**src/rtl/core/sm3_pkg.sv**
```systemverilog
// sm3 hash core: shared constants, types and round functions
package sm3_pkg;

  localparam int WordW       = 32;
  localparam int BlockWords  = 16;
  localparam int DigestWords = 8;
  localparam int Rounds      = 64;
  localparam int SwitchRound = 15;
  localparam int RoundW      = $clog2(Rounds);
  localparam int CountW      = $clog2(BlockWords);
  localparam int DigCntW     = $clog2(DigestWords);

  localparam logic [WordW-1:0] T_LOW  = 32'h79cc4519;
  localparam logic [WordW-1:0] T_HIGH = 32'h7a879d8a;

  typedef logic [WordW-1:0] word_t;

  localparam word_t IV [DigestWords] = '{
    32'h7380166F, 32'h4914B2B9, 32'h172442D7, 32'hDA8A0600,
    32'hA96F30BC, 32'h163138AA, 32'hE38DEE4D, 32'hB0FB0E4E
  };

  // controller to datapath commands
  typedef struct packed {
    logic              load_word;   // shift an input beat into the window
    logic              load_iv;     // reload chaining value with the iv
    logic              init_rounds; // copy chaining value, or the iv on a start beat, into a..h
    logic              round_en;    // run one compression round
    logic [RoundW-1:0] round_idx;   // current round number
    logic              finish;      // fold a..h into the chaining value
    logic              capture;     // latch digest for output
  } sm3_cmd_t;

  // datapath to controller status
  typedef struct packed {
    logic out_busy;                 // digest beats still pending
  } sm3_status_t;

  // left rotate by a 5-bit amount, zero is the identity
  function automatic word_t rotl(input word_t x, input logic [4:0] n);
    logic [2*WordW-1:0] d;
    d = {x, x} << n;
    return d[2*WordW-1:WordW];
  endfunction

  function automatic word_t perm0(input word_t x);
    return x ^ rotl(x, 5'd9) ^ rotl(x, 5'd17);
  endfunction

  function automatic word_t perm1(input word_t x);
    return x ^ rotl(x, 5'd15) ^ rotl(x, 5'd23);
  endfunction

endpackage

```
**src/rtl/core/sm3_ctrl.sv**
```systemverilog
// sm3 hash core: block sequencing state machine
module sm3_ctrl (
  input  logic                 clk,
  input  logic                 rst,
  input  logic                 in_valid,
  input  logic                 in_start,
  input  logic                 in_final,
  output logic                 in_ready,
  input  sm3_pkg::sm3_status_t status,
  output sm3_pkg::sm3_cmd_t    cmd
);

  typedef enum logic [1:0] {
    S_LOAD,
    S_ROUND,
    S_FINISH
  } state_t;

  state_t                      state;
  logic [sm3_pkg::CountW-1:0]  word_count;
  logic [sm3_pkg::RoundW-1:0]  round_cnt;
  logic                        final_flag;
  logic                        accept;
  logic                        go;

  assign in_ready = (state == S_LOAD);
  assign accept   = in_valid && in_ready;
  // a final block waits here until the previous digest has drained
  assign go       = (state == S_FINISH) && (!final_flag || !status.out_busy);

  // command decode
  always_comb begin
    cmd             = '0;
    cmd.load_word   = accept;
    cmd.load_iv     = accept && in_start;
    cmd.init_rounds = accept && (word_count == sm3_pkg::CountW'(sm3_pkg::BlockWords - 1));
    cmd.round_en    = (state == S_ROUND);
    cmd.round_idx   = round_cnt;
    cmd.finish      = go;
    cmd.capture     = go && final_flag;
  end

  // state, word and round counters
  always_ff @(posedge clk) begin
    if (rst) begin
      state      <= S_LOAD;
      word_count <= '0;
      round_cnt  <= '0;
      final_flag <= 1'b0;
    end else begin
      case (state)
        S_LOAD: begin
          if (accept) begin
            word_count <= word_count + 1'b1;
            if (cmd.init_rounds) begin
              final_flag <= in_final;
              round_cnt  <= '0;
              state      <= S_ROUND;
            end
          end
        end
        S_ROUND: begin
          round_cnt <= round_cnt + 1'b1;
          if (round_cnt == sm3_pkg::RoundW'(sm3_pkg::Rounds - 1)) begin
            state <= S_FINISH;
          end
        end
        S_FINISH: begin
          if (go) begin
            state <= S_LOAD;
          end
        end
        default: begin
          state <= S_LOAD;
        end
      endcase
    end
  end

endmodule

```
**src/rtl/core/sm3_datapath.sv**
```systemverilog
// sm3 hash core: message window, round registers, chaining value, digest output
module sm3_datapath (
  input  logic                 clk,
  input  logic                 rst,
  input  sm3_pkg::sm3_cmd_t    cmd,
  output sm3_pkg::sm3_status_t status,
  input  sm3_pkg::word_t       in_word,
  output logic                 out_valid,
  input  logic                 out_ready,
  output sm3_pkg::word_t       out_word,
  output logic                 out_last
);

  sm3_pkg::word_t              win   [sm3_pkg::BlockWords];
  sm3_pkg::word_t              regs  [sm3_pkg::DigestWords];
  sm3_pkg::word_t              chain [sm3_pkg::DigestWords];
  sm3_pkg::word_t              dig   [sm3_pkg::DigestWords];
  logic [sm3_pkg::DigCntW-1:0] out_cnt;

  sm3_pkg::word_t w_new, w_prime, t_rot, a12, ss1, ss2, ff, gg, tt1, tt2;
  logic           high_round;

  // next expanded word, window holds W[j] .. W[j+15]
  assign w_new = sm3_pkg::perm1(win[0] ^ win[7] ^ sm3_pkg::rotl(win[13], 5'd15))
               ^ sm3_pkg::rotl(win[3], 5'd7) ^ win[10];
  assign w_prime = win[0] ^ win[4];

  // one compression round
  always_comb begin
    high_round = (cmd.round_idx > sm3_pkg::RoundW'(sm3_pkg::SwitchRound));
    t_rot = sm3_pkg::rotl(high_round ? sm3_pkg::T_HIGH : sm3_pkg::T_LOW,
                          cmd.round_idx[4:0]);
    a12 = sm3_pkg::rotl(regs[0], 5'd12);
    ss1 = sm3_pkg::rotl(a12 + regs[4] + t_rot, 5'd7);
    ss2 = ss1 ^ a12;
    if (high_round) begin
      ff = (regs[0] & regs[1]) | (regs[1] & regs[2]) | (regs[0] & regs[2]);
      gg = (regs[4] & regs[5]) | (~regs[4] & regs[6]);
    end else begin
      ff = regs[0] ^ regs[1] ^ regs[2];
      gg = regs[4] ^ regs[5] ^ regs[6];
    end
    tt1 = ff + regs[3] + ss2 + w_prime;
    tt2 = gg + regs[7] + ss1 + win[0];
  end

  // message window: input beats and expansion share one shift
  always_ff @(posedge clk) begin
    if (cmd.load_word || cmd.round_en) begin
      for (int i = 0; i < sm3_pkg::BlockWords - 1; i++) begin
        win[i] <= win[i+1];
      end
      win[sm3_pkg::BlockWords-1] <= cmd.load_word ? in_word : w_new;
    end
  end

  // working registers a..h
  always_ff @(posedge clk) begin
    if (rst) begin
      for (int i = 0; i < sm3_pkg::DigestWords; i++) begin
        regs[i] <= '0;
      end
    end else if (cmd.init_rounds) begin
      for (int i = 0; i < sm3_pkg::DigestWords; i++) begin
        regs[i] <= cmd.load_iv ? sm3_pkg::IV[i] : chain[i];
      end
    end else if (cmd.round_en) begin
      regs[0] <= tt1;
      regs[1] <= regs[0];
      regs[2] <= sm3_pkg::rotl(regs[1], 5'd9);
      regs[3] <= regs[2];
      regs[4] <= sm3_pkg::perm0(tt2);
      regs[5] <= regs[4];
      regs[6] <= sm3_pkg::rotl(regs[5], 5'd19);
      regs[7] <= regs[6];
    end
  end

  // chaining value
  always_ff @(posedge clk) begin
    if (rst) begin
      for (int i = 0; i < sm3_pkg::DigestWords; i++) begin
        chain[i] <= sm3_pkg::IV[i];
      end
    end else if (cmd.load_iv) begin
      for (int i = 0; i < sm3_pkg::DigestWords; i++) begin
        chain[i] <= sm3_pkg::IV[i];
      end
    end else if (cmd.finish) begin
      for (int i = 0; i < sm3_pkg::DigestWords; i++) begin
        chain[i] <= chain[i] ^ regs[i];
      end
    end
  end

  // digest shift-out buffer
  always_ff @(posedge clk) begin
    if (cmd.capture) begin
      for (int i = 0; i < sm3_pkg::DigestWords; i++) begin
        dig[i] <= chain[i] ^ regs[i];
      end
    end else if (out_valid && out_ready) begin
      for (int i = 0; i < sm3_pkg::DigestWords - 1; i++) begin
        dig[i] <= dig[i+1];
      end
    end
  end

  // digest beat control
  always_ff @(posedge clk) begin
    if (rst) begin
      out_valid <= 1'b0;
      out_cnt   <= '0;
    end else if (cmd.capture) begin
      out_valid <= 1'b1;
      out_cnt   <= '0;
    end else if (out_valid && out_ready) begin
      out_cnt <= out_cnt + 1'b1;
      if (out_last) begin
        out_valid <= 1'b0;
      end
    end
  end

  assign out_word        = dig[0];
  assign out_last        = (out_cnt == sm3_pkg::DigCntW'(sm3_pkg::DigestWords - 1));
  assign status.out_busy = out_valid;

endmodule

```
**src/rtl/core/sm3_block_hash.sv**
```systemverilog
// sm3 hash core: top level joining controller and datapath
//
// Input stream s_*: one beat per 32-bit big-endian word of already padded
// message data, sixteen beats to a block. s_tuser[0] (start_message) on a
// beat reloads the chaining value with the standard iv before that word is
// taken; s_tuser[1] (final_block) on the sixteenth beat marks the message's
// last block. After the sixteenth beat s_tready stays low through the
// compression rounds, one round at a time in the single shared round unit,
// and then through the fold of the result into the chaining value.
// Output stream m_*: after a final block, eight digest beats, word A first,
// m_tlast on word H. The first digest beat is valid in the cycle after the fold.
// The digest sits in its own buffer, so the next message's words are taken
// while the receiver stalls; only a further final block waits in its fold
// cycle until the last digest beat has gone.
// Reset (rst, synchronous) empties the block, loads the iv, clears a..h and
// drops m_tvalid.
module sm3_block_hash (
  input  logic        clk,
  input  logic        rst,
  input  logic        s_tvalid,
  output logic        s_tready,
  input  logic [31:0] s_tdata,   // [31:0] msg_word
  input  logic [1:0]  s_tuser,   // [0] start_message, [1] final_block
  output logic        m_tvalid,
  input  logic        m_tready,
  output logic [31:0] m_tdata,   // [31:0] digest_word
  output logic        m_tlast    // digest_last
);

  sm3_pkg::sm3_cmd_t    cmd;
  sm3_pkg::sm3_status_t status;

  sm3_ctrl u_ctrl (
    .clk      (clk),
    .rst      (rst),
    .in_valid (s_tvalid),
    .in_start (s_tuser[0]),
    .in_final (s_tuser[1]),
    .in_ready (s_tready),
    .status   (status),
    .cmd      (cmd)
  );

  sm3_datapath u_datapath (
    .clk       (clk),
    .rst       (rst),
    .cmd       (cmd),
    .status    (status),
    .in_word   (s_tdata),
    .out_valid (m_tvalid),
    .out_ready (m_tready),
    .out_word  (m_tdata),
    .out_last  (m_tlast)
  );

  // no input beat is taken while the round unit is busy
  a_no_load_in_rounds: assert property (@(posedge clk) disable iff (rst)
    cmd.round_en |-> !s_tready)
    else $error("input accepted during compression rounds");

  // a new digest never overwrites one still being sent
  a_capture_when_free: assert property (@(posedge clk) disable iff (rst)
    cmd.capture |-> !m_tvalid)
    else $error("digest captured while output busy");

  // the last digest beat ends the output run
  a_last_ends_run: assert property (@(posedge clk) disable iff (rst)
    (m_tvalid && m_tready && m_tlast) |=> !m_tvalid)
    else $error("output still valid after last digest beat");

  // rounds start at round zero right after the sixteenth word
  a_rounds_start: assert property (@(posedge clk) disable iff (rst)
    cmd.init_rounds |=> (cmd.round_en && cmd.round_idx == '0))
    else $error("compression did not start at round zero");

endmodule

```
**config.mk**
```make
export PLATFORM = sky130hd
export DESIGN_NAME = sm3_block_hash
export DESIGN_NICKNAME = d
export VERILOG_FILES = /design/src/rtl/core/sm3_pkg.sv /design/src/rtl/core/sm3_ctrl.sv /design/src/rtl/core/sm3_datapath.sv /design/src/rtl/core/sm3_block_hash.sv
export SDC_FILE = /design/constraint.sdc
export NUM_CORES = 2
export LEC_CHECK = 0
export BUFFER_PORTS_ARGS = -buffer_cell sky130_fd_sc_hd__buf_4
export CAP_MARGIN = 0
export CORE_MARGIN = 3
export CORE_UTILIZATION = 35
export CTS_CLUSTER_SIZE = 10
export DETAILED_ROUTE_END_ITERATION = 16
export PLACE_DENSITY = 0.45
export SYNTH_ARGS = -nofsm -noshare
export SYNTH_HDL_FRONTEND = slang
export SYNTH_SLANG_ARGS = --single-unit
```
**constraint.sdc**
```tcl
create_clock -name clk -period 19.01 [get_ports clk]
set_input_delay 3.802 -clock clk [delete_from_list [all_inputs] [get_ports clk]]
set_output_delay 3.802 -clock clk [all_outputs]
set_load 0.02 [all_outputs]
```
* Yosys cells after proc, flatten, opt, wreduce, memory -nomap -nowiden
Memory sizes are Yosys's and may differ from the RTL's.
Cells that the tools add are included.
** Storage, ports and cells
- Bits in registers :: 17
- Bits in latches :: 0
- Bits in writable memories :: 1280
- Memory bits (read-only) :: 0
- Bits of input ports :: 38
- Output and inout bits :: 35
- Logic and storage cells :: 207
- Memories kept :: 4
** Memory list
- u_datapath.win :: words 16, bits a word 32, read ports 16, clocked after Yosys merged registers in 0, write ports 16, line sm3_datapath.sv:14 : sm3_pkg::word_t win [sm3_pkg::BlockWords];
- u_datapath.chain :: words 8, bits a word 32, read ports 8, clocked after Yosys merged registers in 0, write ports 8, line sm3_datapath.sv:16 : sm3_pkg::word_t chain [sm3_pkg::DigestWords];
- u_datapath.dig :: words 8, bits a word 32, read ports 8, clocked after Yosys merged registers in 0, write ports 8, line sm3_datapath.sv:17 : sm3_pkg::word_t dig [sm3_pkg::DigestWords];
- u_datapath.regs :: words 8, bits a word 32, read ports 8, clocked after Yosys merged registers in 0, write ports 8, line sm3_datapath.sv:15 : sm3_pkg::word_t regs [sm3_pkg::DigestWords];
** Operators by class
- $add $sub $neg :: 11
- $mul :: 0
- Divide/modulo/power cells :: 0
- Order comparisons :: 1
- Equality and inequality tests :: 9
- Shift operators :: 1
- Muxes and demuxes :: 85
- Bitwise gates (word level) :: 70
- Reduce and logical (&&, ||, !) cells :: 20
** Operators by type and width (number)
- 32-bit 2-to-1 mux :: 50
- 32-bit XOR :: 22
- 32-bit adder :: 8
- 32-bit AND :: 5
- 32-bit bitwise OR :: 3
- 64-bit by 5-bit left shift with 64-bit output :: 1
- 1-bit bitwise OR :: 39
- 32-bit NOT :: 1
- 1-bit 2-to-1 mux :: 26
- 26-bit 2-to-1 mux :: 1
- 6-bit 2-to-1 mux :: 2
- 6-bit one-hot mux with 2 select lines :: 1
- 2-bit 2-to-1 mux :: 4
- 6-bit by 1-bit adder with 6-bit output (second input constant) :: 1
- 6-bit equality test (second input constant) :: 1
- 6-bit by 4-bit greater-than comparator with 1-bit output (second input constant) :: 1
- 1-bit logical AND :: 6
- 2-bit inequality test (second input constant) :: 3
- 2-bit one-hot mux with 3 select lines :: 1
- 3-bit AND reduction :: 2
- 2-bit nonzero test :: 3
- 4-bit by 1-bit adder with 4-bit output (second input constant) :: 1
- 4-bit equality test (second input constant) :: 1
- 2-bit AND reduction :: 2
- other kinds (10) :: 12

* Logic depth before layout (Yosys ltp)
An unclocked memory read counts as a cell.
- Word-level depth :: 11
- Depth in mapped cells :: 43

* Modules after synthesis
Synthesis repeated with hierarchy kept, for this count alone.
** Second synthesis, totals
- Cells, all modules :: 5161
- Area total of the unflattened synthesis :: 63860.0 sq um
** Modules (own cells, without submodules)
- sm3_datapath :: times used 1, cells each 5081, area an instance 63190.6 sq um, seq. area each 38196.6 sq um
- sm3_ctrl :: times used 1, cells each 80, area an instance 669.4 sq um, seq. area each 260.2 sq um

* Worst setup path before layout
No wires, ideal clock.
- Kind :: input-to-reg
- Start point :: in s_tvalid
- End point :: mem u_datapath.win[0][0] (netlist name), enable pin
- Arrival :: 16573 ps
- Slack :: 1466 ps
- Cell stages on the path :: 4
- Path buffers :: 2
- Path through :: and2_1 > clkbuf_1 > clkbuf_1 > nand2b_1
** RTL lines
- start, declared :: line sm3_block_hash.sv:20 : input logic s_tvalid,
- end, declared :: line sm3_datapath.sv:14

==> flow_metrics.tcl <==
set metrics [dict create \
    viasPerCell 5.212 \
    grt_pass1_wl_um 301200 \
    layout_common_cells "edfxtp_1 (1248), nor2_1 (581), xnor2_1 (543), nand2_1 (442), a21oi_1 (390)" \
    core-area_um2 180900 \
    synth_xor_area_share_pct 9.984 \
    seqPwrFrac_pct 38.2 \
    postCtsHoldBufs 0 \
    fin_crit_ps 11060 \
    final_common_cell "edfxtp_1" \
    rrSetupSlack_ps 7950 \
    gp_congestion 0.9426 \
    maxCapViolCount 0 \
    cp_num_buf_inv 4 \
    postCtsSetupBuffers 0 \
    max_slew_margin_pct 12.08 \
    worstHoldStart "u_datapath.win[1][239]" \
    syn_inst 5212 \
    route.vias.total 40200 \
    core.rowCount 156 \
    grt_usage_pct 22.75 \
    swShare_pct 33.76 \
    pin_count 73 \
    cts_root_buf "clkbuf_16" \
    outcome "finished clean" \
    pre_cts_slack_ps 7950 \
    grt_overflow 0 \
    synth_seq_cells 1297 \
    r2r-start "u_ctrl.round_cnt[4]" \
    switchingPower_mw 2.991 \
    clock_sinks 1297 \
    antenna_found_initial 3 \
    worst_pin_slew_ps 1314 \
    clkPwrFrac_pct 32.0 \
    synth_fa_ha_area_share_pct 7.878 \
    finalHoldViolCount 0 \
    ant_nets 0 \
    crit_top_cell "a21oi_1" \
    rsz0062_at_grt "no" \
    grt_pass1_vias 38570 \
    place_hpwl_um 154400 \
    clk_latency_ps 840 \
    combPwrFrac_pct 29.8 \
    multi_input_area_um2 23140 \
    numCtsBuffers 156 \
    dieWidth_um 433 \
    clock_path_buffers 3 \
    synthMuxAreaShare_pct 1.302 \
    path_delay_family "compound AO/OA/AOI/OAI gates" \
    cts_tree "built" \
    tns_ps 0 \
    synth-edff-count 1248 \
    min_period_over_period_pct 58.20 \
    slowest_delay_ps 900 \
    drt-total-wl_um 214800 \
    fmax_ghz 0.09039 \
    seqCellArea_um2 38460 \
    nets 5584 \
    drc 0 \
    detail_route.wl_per_cell_um 27.85 \
    ys_seq_area_share_pct 60.26 \
    async_flop_share_pct 0 \
    syn_area_um2 63810 \
    crit_required_ps 19540 \
    fillers 17280 \
    worstSetupStartpointType "flop" \
    setup_viol 0 \
    maxSlewViolCount 0 \
    r2r_end "u_datapath.regs[0][19]" \
    crit_start "u_ctrl.round_cnt[4]" \
    drive_above_1_share_pct 7.509 \
    start_util_pct 35.27 \
    synthSimpleGateAreaFrac_pct 8.462 \
    syn_area_per_cell_um2 12.24 \
    hold_depth 0 \
    cellInternalPower_mw 5.868 \
    critPathArrivalTime_ps 11590 \
    cp.depth 36 \
    dr.pass1.iters 7 \
    clk_pin_slew_ps 60 \
    rr_worst_depth 36 \
    finClkSkew_ps 87.70 \
    crit_type "flop to flop" \
    cts.htree.levels 4 \
    leakage_nw 25.39 \
    crit_fanout 44 \
    synth_compound_area_share_pct 8.429 \
    syn-num-nets 5539 \
    holdPathEnd "u_datapath.win[1][207]" \
    area_growth_pct 12.30 \
    powerDensity_nw_per_um2 123.6 \
    port-buffer-count 72 \
    vdd_drop_max_mv 0.09037 \
    cp-end-kind "flop" \
    worst_slack_ps 7947 \
    synth_top_family_by_area "XOR/XNOR gates" \
    ys_types 77 \
    grt_max_degree 152 \
    hp-class "flop to flop" \
    drt_iter0_drc 4364 \
    yosysWarnings 0 \
    die_area_um2 187500 \
    crit_path_top_delay_cell "dfxtp_2" \
    die_h_um 433 \
    ys.flop_type "edfxtp_1" \
    post_cts_resized 0 \
]
==> power groups by stage <==
| stage | clock network (mW) | logic [mW] | registers (mW) |
|---|---|---|---|
| 6_report | 2.84 | 2.64 | 3.38 |
| 5_1_grt | 3.03 | 2.81 | 3.39 |
| 4_1_cts | 2.92 | 2.62 | 3.38 |
| 3_5_place_dp | 0 | 2.60 | 3.44 |
| 3_3_place_gp | 0 | 2.62 | 3.44 |
| 2_1_floorplan | 0 | 1.74 | 3.43 |
==> worst max-delay path by stage <==
stage,slack (ps),endpoint
finish,7950,u_datapath.regs[0][19]
global route,7440,u_datapath.regs[0][19]
global placement,8130,u_datapath.regs[0][19]
CTS,8000,u_datapath.regs[0][19]
floorplan,1470,u_datapath.win[0][0]
detailed placement,7950,u_datapath.regs[0][19]
==> per-stage QoR <==
step / instance area [um2] / cells / hold WS [ps] / total power, mW / utilization [%]
after floorplan: 63820 / 5212 / 400.3 / 5.164 / -
after global placement: 66930 / 7469 / 400.1 / 6.062 / 36.99
after detailed placement: 66930 / 7469 / 404.5 / 6.044 / 36.99
after CTS: 71660 / 7710 / 405.8 / 8.923 / 39.60
after global routing: 71660 / 7712 / 417.0 / 9.232 / 39.61
final: 71660 / 7712 / 394.9 / 8.859 / 39.61
==> routing by layer <==
layer	wire (um)	vias to the layer above	global-route usage, %	share of wire [%]
met5	0	-	0	0
met4	5911	0	6.345	2.8
met3	10730	220	3.047	5.0
met2	99230	1244	35.89	46
met1	98940	20550	32.85	46
li1	-	18180	-	-
==> flip-flops by register name, summed over array words and instances, names as in the netlist <==
name / flops
u_datapath.out_cnt: 3
u_ctrl.round_cnt: 6
u_ctrl.state: 2
u_ctrl.word_count: 4
u_datapath.regs: 256
u_datapath.out_valid: 1
u_datapath.dig: 256
u_datapath.chain: 256
u_datapath.win: 512
u_ctrl.final_flag: 1
==> cells by family after synthesis <==
family	after synthesis
AND/OR/NAND/NOR	1308
flip-flops	1297
AO/OA/AOI/OAI	920
XOR/XNOR	724
buffers and inverters	593
adder cells (fa/ha/maj)	289
multiplexers	81
==> layout make-up <==
type,instances,area share [%]
multi-input cells,3322,32.29
flip-flops and latches,1297,53.66
well taps,2370,4.138
repair buffers,145,1.536
inverters,335,1.755
diodes,2,0.006984
clock buffers,211,5.837
clock inverters,30,0.7682
==> synth_stat cells (97+ instances only) <==
cell,n,share of area (%)
clkbuf_1,208,1.2
nor2_1,586,3.4
nand2_1,443,2.6
o21ai_0,231,1.8
xnor2_1,543,7.5
nor3_1,97,0.76
xor2_1,177,2.4
fa_1,188,5.9
ha_1,101,2.0
inv_1,332,2.0
a21oi_1,391,3.1
edfxtp_1,1248,59
No activity file was read; power rests on OpenSTA's default activity.
